### src/hw/rtl/lpht_pkg.sv
// lpht_pkg: sizes, result codes and controller/datapath interface types
// for the linear probing hash table; no dependencies
package lpht_pkg;

    // table size must be a power of two; home slot and wraparound are taken modulo the table size
    localparam int TABLE_SIZE = 16;
    localparam int KEY_BITS   = 16;
    localparam int KEY_IN_W   = 16;
    localparam int SLOT_OUT_W = 4;
    localparam int STATUS_W   = 2;
    localparam int SLOT_W     = $clog2(TABLE_SIZE);
    localparam int COUNT_W    = $clog2(TABLE_SIZE + 1);

    localparam logic OP_INSERT = 1'b0;
    localparam logic OP_SEARCH = 1'b1;

    localparam logic [STATUS_W-1:0] ST_INSERTED  = 2'd0;
    localparam logic [STATUS_W-1:0] ST_FOUND     = 2'd1;
    localparam logic [STATUS_W-1:0] ST_NOT_FOUND = 2'd2;
    localparam logic [STATUS_W-1:0] ST_FULL      = 2'd3;

    typedef logic [KEY_BITS-1:0] key_t;
    typedef logic [SLOT_W-1:0]   slot_idx_t;
    typedef logic [COUNT_W-1:0]  count_t;

    // controller to datapath
    typedef struct packed {
        logic start;   // request accepted: latch key, read home slot
        logic step;    // advance to next slot
        logic finish;  // commit insert and load result register
    } lpht_cmd_t;

    // datapath to controller
    typedef struct packed {
        logic decide;    // current probe ends the walk
        logic out_free;  // result register can take a new result
    } lpht_sts_t;

endpackage

### src/hw/rtl/linear_probe_hash_table_top.sv
// linear_probe_hash_table_top: top level of the linear probing hash table
// depends on lpht_pkg, lpht_ctrl, lpht_dp
//
// Open-addressing hash table of 16 slots holding 16-bit keys. Each request
// is an insert (opcode 0) or a search (opcode 1) and gives exactly one
// result: status 0 inserted, 1 found, 2 not found, 3 table full, plus the
// slot stored to or found at (0 otherwise). The home slot is the low bits
// of the key; the walk steps forward one slot per cycle with wraparound, a
// pace set by the single read port of the key store. Duplicate inserts
// store another copy; a search returns the first copy on the probe path.
// An insert into a table that already holds 16 keys returns table full at
// once. One request is worked on at a time; the finished result sits in an
// output register, so a request can be accepted while the previous result
// waits, and the walk pauses at its last probe until the result register
// frees up. Reset empties the table at once (occupied bits are flip-flops).
module linear_probe_hash_table_top (
    input  logic                                clk,
    input  logic                                rst_n,
    // request channel
    input  logic                                in_valid,
    output logic                                in_ready,
    input  logic                                opcode,
    input  logic [lpht_pkg::KEY_IN_W-1:0]       key,
    // result channel
    output logic                                out_valid,
    input  logic                                out_ready,
    output logic [lpht_pkg::STATUS_W-1:0]       status,
    output logic [lpht_pkg::SLOT_OUT_W-1:0]     slot
);

    // command and status between sequencer and datapath
    lpht_pkg::lpht_cmd_t cmd;
    lpht_pkg::lpht_sts_t sts;

    // sequencer: idle / probe, issues start, step and finish
    lpht_ctrl u_ctrl (
        .clk      (clk),
        .rst_n    (rst_n),
        .in_valid (in_valid),
        .in_ready (in_ready),
        .sts      (sts),
        .cmd      (cmd)
    );

    // datapath: key store, occupied bits, count, probe pointer, result register
    lpht_dp u_dp (
        .clk       (clk),
        .rst_n     (rst_n),
        .cmd       (cmd),
        .sts       (sts),
        .opcode    (opcode),
        .key       (key),
        .out_valid (out_valid),
        .out_ready (out_ready),
        .status    (status),
        .slot      (slot)
    );

endmodule

### src/hw/rtl/lpht_ctrl.sv
// lpht_ctrl: request sequencer for the hash table probe walk
// depends on lpht_pkg
module lpht_ctrl (
    input  logic                clk,
    input  logic                rst_n,
    input  logic                in_valid,
    output logic                in_ready,
    input  lpht_pkg::lpht_sts_t sts,
    output lpht_pkg::lpht_cmd_t cmd
);

    localparam logic S_IDLE  = 1'b0;
    localparam logic S_PROBE = 1'b1;

    logic state_reg;
    logic state_next;

    assign in_ready = (state_reg == S_IDLE);

    always_comb
    begin
        cmd        = '0;
        state_next = state_reg;
        unique case (state_reg)
            S_IDLE:
            begin
                if (in_valid)
                begin
                    cmd.start  = 1'b1;
                    state_next = S_PROBE;
                end
            end
            S_PROBE:
            begin
                if (!sts.decide)
                begin
                    cmd.step = 1'b1;
                end
                else if (sts.out_free)
                begin
                    cmd.finish = 1'b1;
                    state_next = S_IDLE;
                end
            end
            default:
            begin
                state_next = S_IDLE;
            end
        endcase
    end

    always_ff @(posedge clk or negedge rst_n)
    begin
        if (!rst_n)
        begin
            state_reg <= S_IDLE;
        end
        else
        begin
            state_reg <= state_next;
        end
    end

    a_no_step_and_finish: assert property (@(posedge clk) disable iff (!rst_n)
        !(cmd.step && cmd.finish))
        else $error("step and finish in same cycle");

    a_finish_returns_idle: assert property (@(posedge clk) disable iff (!rst_n)
        cmd.finish |=> in_ready)
        else $error("not idle after finish");

    a_start_leaves_idle: assert property (@(posedge clk) disable iff (!rst_n)
        cmd.start |=> !in_ready)
        else $error("still idle after start");

endmodule

### src/hw/rtl/lpht_dp.sv
// lpht_dp: key store, occupied bits, entry count, probe pointer and result register
// depends on lpht_pkg
module lpht_dp (
    input  logic                                clk,
    input  logic                                rst_n,
    input  lpht_pkg::lpht_cmd_t                 cmd,
    output lpht_pkg::lpht_sts_t                 sts,
    input  logic                                opcode,
    input  logic [lpht_pkg::KEY_IN_W-1:0]       key,
    output logic                                out_valid,
    input  logic                                out_ready,
    output logic [lpht_pkg::STATUS_W-1:0]       status,
    output logic [lpht_pkg::SLOT_OUT_W-1:0]     slot
);

    lpht_pkg::key_t key_store [lpht_pkg::TABLE_SIZE];

    logic [lpht_pkg::TABLE_SIZE-1:0] occupied_reg;
    lpht_pkg::count_t                count_reg;
    lpht_pkg::key_t                  key_reg;
    logic                            op_reg;
    logic                            full_reg;
    lpht_pkg::slot_idx_t             probe_reg;
    lpht_pkg::slot_idx_t             cnt_reg;
    lpht_pkg::key_t                  rd_data_reg;
    logic                            out_valid_reg;
    logic [lpht_pkg::STATUS_W-1:0]   status_reg;
    logic [lpht_pkg::SLOT_OUT_W-1:0] slot_reg;

    lpht_pkg::key_t                  key_in;
    lpht_pkg::slot_idx_t             home_in;
    lpht_pkg::slot_idx_t             probe_next;
    lpht_pkg::slot_idx_t             rd_addr;
    logic                            occ_hit;
    logic                            key_match;
    logic                            last_probe;
    logic                            do_insert;
    logic                            walk_done;
    logic [lpht_pkg::STATUS_W-1:0]   status_next;

    assign key_in     = lpht_pkg::KEY_BITS'(key);
    assign home_in    = lpht_pkg::SLOT_W'(key_in % lpht_pkg::TABLE_SIZE);
    assign probe_next = lpht_pkg::SLOT_W'((32'(probe_reg) + 32'd1) % lpht_pkg::TABLE_SIZE);
    assign rd_addr    = cmd.start ? home_in : probe_next;

    assign occ_hit    = occupied_reg[probe_reg];
    assign key_match  = occ_hit && (rd_data_reg == key_reg);
    assign last_probe = (cnt_reg == lpht_pkg::SLOT_W'(lpht_pkg::TABLE_SIZE - 1));

    always_comb
    begin
        do_insert   = 1'b0;
        status_next = lpht_pkg::ST_NOT_FOUND;
        walk_done   = 1'b0;
        priority if (full_reg)
        begin
            status_next = lpht_pkg::ST_FULL;
            walk_done   = 1'b1;
        end
        else if (op_reg == lpht_pkg::OP_INSERT)
        begin
            walk_done = !occ_hit || last_probe;
            if (!occ_hit)
            begin
                do_insert   = 1'b1;
                status_next = lpht_pkg::ST_INSERTED;
            end
            else
            begin
                status_next = lpht_pkg::ST_FULL;
            end
        end
        else
        begin
            walk_done   = !occ_hit || key_match || last_probe;
            status_next = key_match ? lpht_pkg::ST_FOUND : lpht_pkg::ST_NOT_FOUND;
        end
    end

    assign sts = '{decide: walk_done, out_free: (!out_valid_reg || out_ready)};

    // key store: one write port, one registered read port
    always_ff @(posedge clk)
    begin
        if (cmd.finish && do_insert)
        begin
            key_store[probe_reg] <= key_reg;
        end
        if (cmd.start || cmd.step)
        begin
            rd_data_reg <= key_store[rd_addr];
        end
    end

    // request payload and probe pointer
    always_ff @(posedge clk)
    begin
        if (cmd.start)
        begin
            key_reg   <= key_in;
            op_reg    <= opcode;
            probe_reg <= home_in;
            cnt_reg   <= '0;
            full_reg  <= (opcode == lpht_pkg::OP_INSERT)
                         && (count_reg >= lpht_pkg::COUNT_W'(lpht_pkg::TABLE_SIZE));
        end
        else if (cmd.step)
        begin
            probe_reg <= probe_next;
            cnt_reg   <= cnt_reg + 1'b1;
        end
    end

    always_ff @(posedge clk or negedge rst_n)
    begin
        if (!rst_n)
        begin
            occupied_reg  <= '0;
            count_reg     <= '0;
            out_valid_reg <= 1'b0;
        end
        else
        begin
            if (cmd.finish && do_insert)
            begin
                occupied_reg[probe_reg] <= 1'b1;
                count_reg               <= count_reg + 1'b1;
            end
            if (cmd.finish)
            begin
                out_valid_reg <= 1'b1;
            end
            else if (out_ready)
            begin
                out_valid_reg <= 1'b0;
            end
        end
    end

    // result payload
    always_ff @(posedge clk)
    begin
        if (cmd.finish)
        begin
            status_reg <= status_next;
            if (status_next == lpht_pkg::ST_INSERTED || status_next == lpht_pkg::ST_FOUND)
            begin
                slot_reg <= lpht_pkg::SLOT_OUT_W'(probe_reg);
            end
            else
            begin
                slot_reg <= '0;
            end
        end
    end

    assign out_valid = out_valid_reg;
    assign status    = status_reg;
    assign slot      = slot_reg;

    a_count_bound: assert property (@(posedge clk) disable iff (!rst_n)
        count_reg <= lpht_pkg::COUNT_W'(lpht_pkg::TABLE_SIZE))
        else $error("entry count above table size");

    a_finish_needs_room: assert property (@(posedge clk) disable iff (!rst_n)
        cmd.finish |-> sts.out_free)
        else $error("result overwritten before taken");

    a_insert_counts: assert property (@(posedge clk) disable iff (!rst_n)
        (cmd.finish && do_insert) |=> (count_reg == $past(count_reg) + 1'b1))
        else $error("insert did not bump entry count");

    a_count_matches_bits: assert property (@(posedge clk) disable iff (!rst_n)
        32'(count_reg) == $countones(occupied_reg))
        else $error("entry count disagrees with occupied bits");

endmodule

### config.mk
export PLATFORM = sky130hd
export DESIGN_NAME = linear_probe_hash_table_top
export DESIGN_NICKNAME = d
export VERILOG_FILES = /design/src/hw/rtl/lpht_pkg.sv /design/src/hw/rtl/linear_probe_hash_table_top.sv /design/src/hw/rtl/lpht_ctrl.sv /design/src/hw/rtl/lpht_dp.sv
export SDC_FILE = /design/constraint.sdc
export NUM_CORES = 1
export LEC_CHECK = 0
export BUFFER_PORTS_ARGS = -buffer_cell sky130_fd_sc_hd__buf_2
export CAP_MARGIN = 20
export CORE_MARGIN = 3
export CORE_UTILIZATION = 35
export DETAILED_ROUTE_END_ITERATION = 6
export GPL_ROUTABILITY_DRIVEN = 1
export GPL_TIMING_DRIVEN = 0
export PLACE_DENSITY = 0.54
export SKIP_CTS_REPAIR_TIMING = 1
export SLEW_MARGIN = 20
export SYNTH_ARGS = -nofsm -noshare
export SYNTH_HDL_FRONTEND = slang
export SYNTH_SLANG_ARGS = --single-unit
### constraint.sdc
create_clock -name clk -period 3.5 [get_ports clk]
set_input_delay 0.175 -clock clk [delete_from_list [all_inputs] [get_ports clk]]
set_output_delay 0.175 -clock clk [all_outputs]
set_load 0.005 [all_outputs]
==> results.txt, run 1 <==
----------------------------------------------------
[Job]
  Count of maximum capacitance violations ... 0

[Timing]
  Final-report max-slew violation count ... 0
  Fin. Hold Viols ... 0
  Setup clock skew after layout ... 0.007198 ns
  Worst hold margin ... 0.1971 ns
  Worst slew pin tran ... 1.004 ns
  Minimum clock period ... 3.304 ns
  Final-report setup violation count ... 0
  TNS Setup ... 0 ns
  Final worst-path cycle share ... 0.9440
  Max-slew headroom at the worst pin ... 0.3306
  RSZ-0062 raised after global routing ... no
  Top achievable clock speed ... 0.3027 GHz

[Setup path]
  Crit Path Class ... flop to flop
  Depth of the worst register-to-register path ... 10
  WP data arrival ... 3.50 ns
  Critical Path Sink Type ... flop
  Buffers plus inverters on the worst setup path ... 4
  Cell family with the largest share of critical-path delay ... simple AND/OR/NAND/NOR gates
  Startpoint type of the worst setup path ... flop
  Worst Setup SP ... u_dp.probe_reg[0]
  CP Data Required Time ... 3.70 ns
  Largest stage delay on the critical path ... 0.54 ns
  Slowest cell on the critical path ... sky130_fd_sc_hd__mux4_2
  End point of the critical path ... u_dp.key_store[11][10]
  End of the worst register-to-register path ... u_dp.key_store[11][10]
  Register-to-register setup slack ... 0.20 ns
  Chain of cells forming the critical path ... buf_2 -> mux4_2 -> nand2_1 -> nand4_2 -> nor4_4 -> buf_4 -> buf_6 -> nand2_2 -> nor2_2 -> buf_8
  R2R Path Start ... u_dp.probe_reg[0]
  Total stage count of the critical path ... 10
  CP max FO ... 11

[Cells and area]
  Layout net count ... 1,049
  Layout cell share with drive strength beyond 1 ... 0.1397
  Final Util ... 0.4182
  Max reg flops ... 256
  Non-filler instance count after layout ... 1,513
  Layout-stage area growth over the synthesis result ... 17.56%
  # diodes ... 0
  Fill count ... 3,334
  FF/Latch Area ... 9664 µm²
  Largest Register ... u_dp.key_store
  Multi-input gate area ... 3202 µm²

[Clocking]
  Maximum buffer depth of the clock tree ... 3
  Clock tree from TritonCTS ... yes
  H-tree level count ... 2
  Clock latency at the later pin of the worst-skew pair ... 0.50 ns
  # clock sinks ... 327
  TritonCTS buffer count ... 35
  Clock-pin slew on the worst setup and hold paths ... 0.06 ns
  Master cell of the clock root buffer ... sky130_fd_sc_hd__clkbuf_16

[Floorplanning]
  Die extent in y ... 198.9 µm
  Chip Width ... 198.9 µm
  Die Footprint ... 39,560 µm²
  Number of placed I/O pins ... 29
  Core area ... 36,610 µm²
  Effective utilization at floorplan ... 0.3557
  Standard-cell rows ... 70

[Synth]
  Flops & latches, synth ... 327
  Cell variety after synth ... 47
  Number of synthesized flops with an enable pin ... 300
  Sequential fraction of the synthesis area ... 0.7421
  Average instance area after synthesis ... 14.20 µm²
  Gate Count Post-Synth ... 917
  Main synth FF type ... sky130_fd_sc_hd__edfxtp_1
  Synthesized net count ... 944
  Share of synthesized registers carrying an async set or reset ... 0.07034
  Count of yosys warnings during synthesis ... 0
  Mapped cell area ... 13,020 µm²

[Detailed routing]
  Vias after detailed routing ... 7,751
  Number of DRC markers after the initial detailed-route iteration ... 800
  Remaining routing DRC violations ... 0
  Wire length after detailed routing ... 32,220 µm
  Vias per cell ... 5.123
  1st-pass router iterations ... 5
  Wire length per cell ... 21.30 µm
  DRT antenna net count ... 0

[Power and ir drop]
  Switching part of the total ... 0.3725
  Total power per unit cell area ... 886.4 nW/µm²
  Sequential cell fraction of total power ... 0.391
  Worst-case vdd ir drop ... 0.4880 mV
  Part of the total power dissipated in combinational logic ... 0.360
  Total internal power ... 8516 µW
  Switching component of the power ... 5055 µW
  Leakage component of the power ... 0.005465 µW
  Post-layout total power ... 13,570 µW
  Share of power burned in the clock network ... 0.248

[Placement]
  Number of cells after detailed placement ... 1,423
  Half-perimeter wire length of the detailed placement result ... 21,320 µm
  IO buf count ... 28
  Gp weighted congestion ... 0.7927

[GRT]
  Total congestion overflow after global routing ... 0
  First-pass GRT wire length ... 48,220 µm
  Largest net degree at the start of global routing ... 24
  Initial antenna violation count ... 0
  Total GRT Usage ... 0.1638
  Vias in the first global route ... 7,621

[Run status]
  Status ... completed

[Worst hold path]
  Class of the most critical hold timing path ... primary input to async pin

----------------------------------------------------
[kinds of logic (layout without fill, tap and decap cells)]
logic type      count (synthesis)  after routing  synth area share
buf+inv                        58            186           0.01883
fa+ha+maj                       6              6          0.005764
mux                            55             55           0.04659
simple gates                  359            359            0.1241
compound gates                 90             90           0.04784
flops                         327            327            0.7421
xor+xnor                       22             22           0.01480
[routing by layer]
layer,vias up,part of all wire,global-route usage
li1,3578,-,-
met4,0,0.032,0.05908
met1,3871,0.44,0.2313
met3,59,0.059,0.02219
met5,-,0,0
met2,243,0.47,0.2610
[through the flow]
step	instance area [µm²]	worst slack, ns
floorplan	13020	0.4408
global placement	13750	-0.8713
detailed placement	13930	-0.09792
CTS	14970	-0.1214
global route	15310	0.003117
finish	15310	0.1960
[layout make-up]
class                   instances  area share
flip-flops and latches        327      0.6312
multi-input cells             532      0.2091
clock buffers                  46     0.06333
well taps                     468     0.03824
repair buffers                 68     0.03759
plain buffers                  49     0.01397
clock inverters                14    0.004331
inverters                       9    0.002206
[cell usage after synthesis, drive strengths merged, types with 3 or more instances]
library cell,count,area (µm²)
a31o,3,26.28
a32oi,16,140.1
and3,5,31.28
buf,19,98.84
clkbuf,30,112.6
dfrtp,23,575.6
dfxtp,4,80.08
edfxtp,300,9009
ha,6,75.07
inv,9,33.78
mux2i,49,494.2
mux4,4,90.09
nand2,239,904.6
nand2b,4,25.02
nand3,52,260.3
nand3b,16,120.1
nand4,7,56.30
nor2,14,52.55
nor2b,4,25.02
nor3,5,40.04
o21ai,36,180.2
o21bai,9,67.56
o221ai,16,140.1
or2,7,43.80
xnor2,20,175.2
[power by group through the flow]
stage | logic [µW] | registers [µW] | clock network [µW]
global placement | 4710 | 5410 | 0
global route | 5340 | 5370 | 3610
CTS | 4800 | 5340 | 3430
floorplan | 3070 | 5250 | 0
detailed placement | 4790 | 5410 | 0
finish | 4890 | 5310 | 3370
[worst reg2reg max path: cells and delay by family (launching register included)]
kind	cells	cell delay (ns)
DFF	1	0.41
muxes	1	0.55
and+or+nand+nor	5	1.17
buffers and inverters	4	0.87
[placed cells by master (no fill, tap or decap), types with 6 or more instances in the layout]
cell type                         n
sky130_fd_sc_hd__buf_1            6
sky130_fd_sc_hd__buf_4           10
sky130_fd_sc_hd__clkbuf_16       37
sky130_fd_sc_hd__o21bai_1         9
sky130_fd_sc_hd__edfxtp_1       300
sky130_fd_sc_hd__ha_1             6
sky130_fd_sc_hd__inv_1            9
sky130_fd_sc_hd__clkinv_1         7
sky130_fd_sc_hd__mux2i_1         48
sky130_fd_sc_hd__buf_2           38
sky130_fd_sc_hd__dfrtp_1         23
sky130_fd_sc_hd__nand3_1         52
sky130_fd_sc_hd__dlygate4sd3_1   20
sky130_fd_sc_hd__buf_8            6
sky130_fd_sc_hd__nor2_1           6
sky130_fd_sc_hd__clkbuf_1        36
sky130_fd_sc_hd__a32oi_1         14
sky130_fd_sc_hd__xnor2_1         20
sky130_fd_sc_hd__nand2_1        235
sky130_fd_sc_hd__o221ai_1        16
sky130_fd_sc_hd__nand3b_1        16
sky130_fd_sc_hd__or2_2            6
sky130_fd_sc_hd__o21ai_0         35
[worst min-delay path by stage]
stage | from | end | slack (ns) | depth (start not counted)
6_report | rst_n | u_dp.out_valid | 0.20 | 2
5_1_grt | rst_n | u_dp.out_valid | 0.26 | 2
4_1_cts | rst_n | u_dp.occupied_reg[3] | -0.32 | 1
3_5_place_dp | rst_n | u_dp.out_valid | 0.21 | 1
3_3_place_gp | rst_n | u_dp.out_valid | 0.20 | 1
2_1_floorplan | rst_n | u_ctrl.state_reg | -0.12 | 0
No activity file was read; power rests on OpenSTA's default activity.
==> run 2: changes to the inputs <==
- CORE_UTILIZATION: 35 -> 25
- PLACE_DENSITY: 0.54 -> 0.43
==> run 2 against run 1 <==
Net effect: clock skew grew 0.014 ns; via count shrank 0.32%; critical path type unchanged; largest cell class unchanged; wire length increased by 9.6%; critical endpoint is now u_dp.rd_data_reg[3].
==> results.txt, run 2 (synthesized netlist as in run 1, its figures left out) <==
----------------------------------------------------
[Cells and area]
  Layout cell share with drive strength beyond 1 ... 0.1604
  Final Util ... 0.3068
  Largest Register ... u_dp.key_store
  Max reg flops ... 256
  Layout-stage area growth over the synthesis result ... 21.11%
  Layout net count ... 1,067
  Most common cell after layout, fill and taps aside ... sky130_fd_sc_hd__edfxtp_1
  Most frequent cells in the layout ... sky130_fd_sc_hd__edfxtp_1, sky130_fd_sc_hd__nand2_1, sky130_fd_sc_hd__nand3_1
  # diodes ... 0

[Timing]
  Fin. Hold Viols ... 0
  Final-report max-slew violation count ... 0
  Worst hold margin ... 0.1786 ns
  Setup clock skew after layout ... 0.02113 ns
  Final-report setup violation count ... 0
  Max-slew headroom at the worst pin ... 0.2880
  Minimum clock period ... 3.354 ns
  Final worst-path cycle share ... 0.9582
  Worst slew pin tran ... 1.068 ns
  Top achievable clock speed ... 0.2982 GHz
  RSZ-0062 raised after global routing ... no
  TNS Setup ... 0 ns

[Run status]
  Status ... completed

[Detailed routing]
  Vias after detailed routing ... 7,726
  Remaining routing DRC violations ... 0
  Vias per cell ... 4.425
  Wire length after detailed routing ... 35,320 µm
  Wire length per cell ... 20.23 µm
  Number of DRC markers after the initial detailed-route iteration ... 512
  DRT antenna net count ... 0
  1st-pass router iterations ... 5

[GRT]
  Largest net degree at the start of global routing ... 24
  Initial antenna violation count ... 0
  First-pass GRT wire length ... 51,390 µm
  Total GRT Usage ... 0.1286
  Vias in the first global route ... 7,363
  Total congestion overflow after global routing ... 0

[Floorplanning]
  Die extent in y ... 234.2 µm
  Core area ... 51,410 µm²
  Standard-cell rows ... 83
  Die Footprint ... 54,870 µm²
  Number of placed I/O pins ... 29
  Effective utilization at floorplan ... 0.2534
  Chip Width ... 234.2 µm

[Placement]
  Half-perimeter wire length of the detailed placement result ... 22,880 µm
  IO buf count ... 28
  Gp weighted congestion ... 0.7788

[Setup path]
  Chain of cells forming the critical path ... buf_2 -> inv_1 -> ha_1 -> mux2i_4 -> inv_1 -> buf_2 -> buf_4 -> mux2i_1 -> mux2i_1 -> a32oi_1 -> o221ai_1
  Critical Path Sink Type ... flop
  Largest stage delay on the critical path ... 0.46 ns
  CP Data Required Time ... 3.73 ns
  Slowest cell on the critical path ... sky130_fd_sc_hd__a32oi_1
  WP data arrival ... 3.59 ns
  Startpoint type of the worst setup path ... flop
  Register-to-register setup slack ... 0.15 ns
  CP max FO ... 10
  Crit Path Class ... flop to flop

[Clocking]
  # clock sinks ... 327
  Clock tree from TritonCTS ... yes
  Clock-pin slew on the worst setup and hold paths ... 0.06 ns
  Maximum buffer depth of the clock tree ... 3
  H-tree level count ... 2
  Master cell of the clock root buffer ... sky130_fd_sc_hd__clkbuf_16
  TritonCTS buffer count ... 36
  Clock latency at the later pin of the worst-skew pair ... 0.53 ns

[Power and ir drop]
  Worst-case vdd ir drop ... 0.3909 mV
  Switching component of the power ... 5314 µW
  Total power per unit cell area ... 884.0 nW/µm²
  Sequential cell fraction of total power ... 0.377
  Post-layout total power ... 13,940 µW
  Total internal power ... 8630 µW
  Leakage component of the power ... 0.005575 µW
  Part of the total power dissipated in combinational logic ... 0.370
  Switching part of the total ... 0.3811
  Share of power burned in the clock network ... 0.253

[Worst hold path]
  Class of the most critical hold timing path ... primary input to async pin

[Job]
  Count of maximum capacitance violations ... 0

----------------------------------------------------
-- run 2: per-stage QoR --
step	setup WS, ns	cells	cell area [µm²]
final	0.1462	1746	15770
after detailed placement	-0.2982	1633	14180
after global routing	0.001002	1746	15770
after floorplan	0.4408	917	13020
after global placement	-0.9474	1625	14010
after CTS	-0.3348	1697	15270
-- run 2: final timing paths --
check,end,startpoint,cells past startpoint
max,u_dp.rd_data_reg[3],u_dp.probe_reg[0],11
max reg2reg,u_dp.rd_data_reg[3],u_dp.probe_reg[0],11
max in group asynchronous,u_dp.occupied_reg[5],rst_n,2
min in group clk,u_dp.key_reg[7],key[7],2
min reg2reg,u_dp.occupied_reg[5],u_dp.occupied_reg[5],1
min,u_dp.occupied_reg[8],rst_n,2
-- run 2: final cells by class --
| type | count | area, µm² |
|---|---|---|
| clock buffers | 42 | 944.7 |
| plain buffers | 49 | 216.5 |
| well taps | 680 | 850.8 |
| inverters | 9 | 33.78 |
| multi-input cells | 532 | 3234 |
| flip-flops and latches | 327 | 9664 |
| clock inverters | 22 | 136.4 |
| fillers | 5177 | 35630 |
| repair buffers | 85 | 691.9 |
-- run 2: power by group through the flow --
stage / clock network [µW] / logic [µW] / registers (µW)
2_1_floorplan: 0 / 3070 / 5250
5_1_grt: 3770 / 5650 / 5310
4_1_cts: 3620 / 4990 / 5360
3_5_place_dp: 0 / 4970 / 5440
3_3_place_gp: 0 / 4920 / 5430
6_report: 3530 / 5150 / 5260
-- run 2: layer usage --
layer,track usage,routed length (µm)
met4,0.03271,754
met2,0.2123,17000
met3,0.01871,1539
met1,0.1779,16020
met5,0,0
-- run 2: critical path, delay by kind of cell, from the launching register on --
family,cells,cell delay (ns)
AO/OA/AOI/OAI,2,0.69
adder cells (fa/ha/maj),1,0.34
buffers and inverters,5,0.97
flip-flops,1,0.40
multiplexers,3,0.63
==> run 3: changes to the inputs <==
- SYNTH_HIERARCHICAL: unset -> 1
==> run 3 against run 2 <==
Net effect: combinational power rose by 39%; via count grew 23%; first-iteration DRC count is 46% higher; critical endpoint is now u_dp/rd_data_reg[8]; synthesized area grew 9.0%; largest cell class unchanged; non-clock buffer count rose by 83; global-route usage grew 1.7 points; sequential power down 3%; total power grew 15%; die area up 8.8%; maximum frequency shrank 1.0%; critical path type unchanged.
==> results.txt, run 3 <==
----------------------------------------------------
[Synth]
  Synth area leaders ... sky130_fd_sc_hd__edfxtp_1, sky130_fd_sc_hd__dfrtp_1, sky130_fd_sc_hd__o211ai_1, sky130_fd_sc_hd__a211oi_1, sky130_fd_sc_hd__nand2_1
  Gate Count Post-Synth ... 1,022
  Number of synthesized flops with an enable pin ... 300
  Library cell with the highest instance count after synthesis ... sky130_fd_sc_hd__edfxtp_1
  Cell variety after synth ... 60
  Average instance area after synthesis ... 13.89 µm²
  Flops & latches, synth ... 327
  Post-synth top area share ... 0.6346
  Cell taking the most area after synthesis ... sky130_fd_sc_hd__edfxtp_1
  Synthesized net count ... 1,049
  Count of yosys warnings during synthesis ... 6
  Share of synthesized registers carrying an async set or reset ... 0.07034
  Synth top cells by count ... sky130_fd_sc_hd__edfxtp_1, sky130_fd_sc_hd__nand2_1, sky130_fd_sc_hd__o211ai_1, sky130_fd_sc_hd__a21oi_1, sky130_fd_sc_hd__o21ai_0
  Main synth FF type ... sky130_fd_sc_hd__edfxtp_1
  Mapped cell area ... 14,200 µm²
  Sequential fraction of the synthesis area ... 0.6808

[Detailed routing]
  Wire length per cell ... 22.56 µm
  Remaining routing DRC violations ... 0
  Vias after detailed routing ... 9,519
  1st-pass router iterations ... 5
  DRT antenna net count ... 0
  Number of DRC markers after the initial detailed-route iteration ... 747
  Wire length after detailed routing ... 44,350 µm
  Vias per cell ... 4.842

[Floorplanning]
  Number of placed I/O pins ... 29
  Chip Width ... 244.3 µm
  Die extent in y ... 244.3 µm
  Standard-cell rows ... 86
  Die Footprint ... 59,680 µm²
  Effective utilization at floorplan ... 0.2552
  Core area ... 55,630 µm²

[Worst hold path]
  Class of the most critical hold timing path ... primary input to async pin

[Power and ir drop]
  Switching part of the total ... 0.3999
  Worst-case vdd ir drop ... 0.4060 mV
  Leakage component of the power ... 0.005972 µW
  Share of power burned in the clock network ... 0.233
  Total internal power ... 9593 µW
  Sequential cell fraction of total power ... 0.319
  Total power per unit cell area ... 901.3 nW/µm²
  Part of the total power dissipated in combinational logic ... 0.449
  Switching component of the power ... 6392 µW

[Placement]
  IO buf count ... 28
  Placement-stage worst setup slack ... -0.8652 ns
  Half-perimeter wire length of the detailed placement result ... 29,170 µm
  Gp weighted congestion ... 0.7908

[Cells and area]
  Multi-input gate area ... 4059 µm²
  Layout cell share with drive strength beyond 1 ... 0.2332
  # diodes ... 0
  Most common cell after layout, fill and taps aside ... sky130_fd_sc_hd__edfxtp_1
  Most frequent cells in the layout ... sky130_fd_sc_hd__edfxtp_1, sky130_fd_sc_hd__nand2_1, sky130_fd_sc_hd__buf_2
  FF/Latch Area ... 9664 µm²
  Layout-stage area growth over the synthesis result ... 24.93%
  Largest Register ... u_dp/key_store
  Fill count ... 5,515
  Max reg flops ... 256
  Layout net count ... 1,220

[Clocking]
  Clock-pin slew on the worst setup and hold paths ... 0.06 ns
  Maximum buffer depth of the clock tree ... 3
  Master cell of the clock root buffer ... sky130_fd_sc_hd__clkbuf_16
  Clock tree from TritonCTS ... yes
  Clock latency at the later pin of the worst-skew pair ... 0.53 ns
  TritonCTS buffer count ... 37
  # clock sinks ... 327
  H-tree level count ... 2

[Run status]
  Status ... completed

[Setup path]
  Register-to-register setup slack ... 0.11 ns
  WP data arrival ... 3.62 ns
  R2R Path Start ... u_ctrl/state_reg
  CP Data Required Time ... 3.73 ns
  Critical Path Sink Type ... flop
  CP max FO ... 19
  Depth of the worst register-to-register path ... 8
  End of the worst register-to-register path ... u_dp/rd_data_reg[8]
  Startpoint type of the worst setup path ... flop
  Crit Path Class ... flop to flop

[Timing]
  Setup clock skew after layout ... 0.02581 ns
  Final-report setup violation count ... 0
  Final worst-path cycle share ... 0.9683
  Top achievable clock speed ... 0.2951 GHz
  Final-report max-slew violation count ... 0
  Max-slew headroom at the worst pin ... 0.4334
  Minimum clock period ... 3.389 ns
  Worst hold margin ... 0.1723 ns
  Fin. Hold Viols ... 0
  Final critical-path setup slack ... 0.1108 ns
  Worst slew pin tran ... 0.8499 ns

[GRT]
  First-pass GRT wire length ... 64,070 µm
  Vias in the first global route ... 9,481
  Initial antenna violation count ... 0
  Total GRT Usage ... 0.1458
  Largest net degree at the start of global routing ... 24
  Total congestion overflow after global routing ... 0

[Job]
  Count of maximum capacitance violations ... 0

----------------------------------------------------
## run 3: critical path, stage by stage (launching register included)
cell and delay [ns]:
sky130_fd_sc_hd__dfrtp_1 0.40, sky130_fd_sc_hd__and2b_4 0.52, sky130_fd_sc_hd__buf_6 0.21, sky130_fd_sc_hd__buf_6 0.17, sky130_fd_sc_hd__buf_2 0.29, sky130_fd_sc_hd__clkbuf_1 0.51
sky130_fd_sc_hd__o21ai_0 0.23, sky130_fd_sc_hd__o21ai_0 0.64, sky130_fd_sc_hd__a32oi_1 0.10
## run 3: area by class of cell
type,count,share of cell area
clock inverters,17,0.009383
inverters,20,0.004444
repair buffers,132,0.07732
clock buffers,47,0.05432
plain buffers,85,0.02801
flip-flops and latches,327,0.5449
multi-input cells,590,0.2289
well taps,748,0.05277
## run 3: power by group through the flow
stage	clock network, µW	registers (µW)	logic, µW
floorplan	0	5190	4310
global placement	0	5340	6640
detailed placement	0	5350	6690
CTS	3840	5270	6700
global route	3990	5130	7760
finish	3720	5090	7170
## run 3: worst max-delay path by stage
stage,start,endpoint,slack (ns),cells after the start
5_1_grt,u_dp/key_reg[15],u_dp/key_store[2][1],-0.006,14
2_1_floorplan,u_dp/key_reg[8],u_dp/key_store[13][0],0.45,11
6_report,u_ctrl/state_reg,u_dp/rd_data_reg[8],0.11,8
4_1_cts,u_dp/key_reg[15],u_dp/key_store[1][15],-0.91,12
3_5_place_dp,u_dp/key_reg[15],u_dp/key_store[1][13],-0.87,12
3_3_place_gp,u_dp/key_reg[9],u_dp/key_store[3][7],-1.91,11
## run 3: through the flow
| stage | TNS, ns | total power, µW | area [µm²] | cells | util |
|---|---|---|---|---|---|
| 2_1_floorplan | 0 | 9505 | 14200 | 1022 | - |
| 3_3_place_gp | -465.08 | 11990 | 15270 | 1798 | 0.2745 |
| 3_5_place_dp | -170.41 | 12030 | 15290 | 1799 | 0.2748 |
| 4_1_cts | -177.89 | 15800 | 16420 | 1863 | 0.2951 |
| 5_1_grt | -0.08562 | 16880 | 17740 | 1966 | 0.3188 |
| 6_report | 0 | 15990 | 17740 | 1966 | 0.3188 |
## run 3: layer usage
metal  routed length (µm)  global-route usage  share of wire  vias to the layer above
met1                20250              0.2015           0.46                     4842
met5                    0                   0              0                        -
met4                 1008             0.04437          0.023                        0
met3                 2069             0.02160          0.047                       54
met2                21020              0.2367           0.47                      221
li1                     -                   -              -                     4402
## run 3: cells by family (layout without fill, tap and decap cells)
kind of cell,count (synthesis),count (layout),share of synthesized area
fa+ha+maj,6,6,0.005288
flops,327,327,0.6808
buf+inv,105,301,0.04010
simple gates,214,214,0.08206
xor+xnor,25,25,0.01542
compound gates,333,333,0.1667
mux,12,12,0.009695
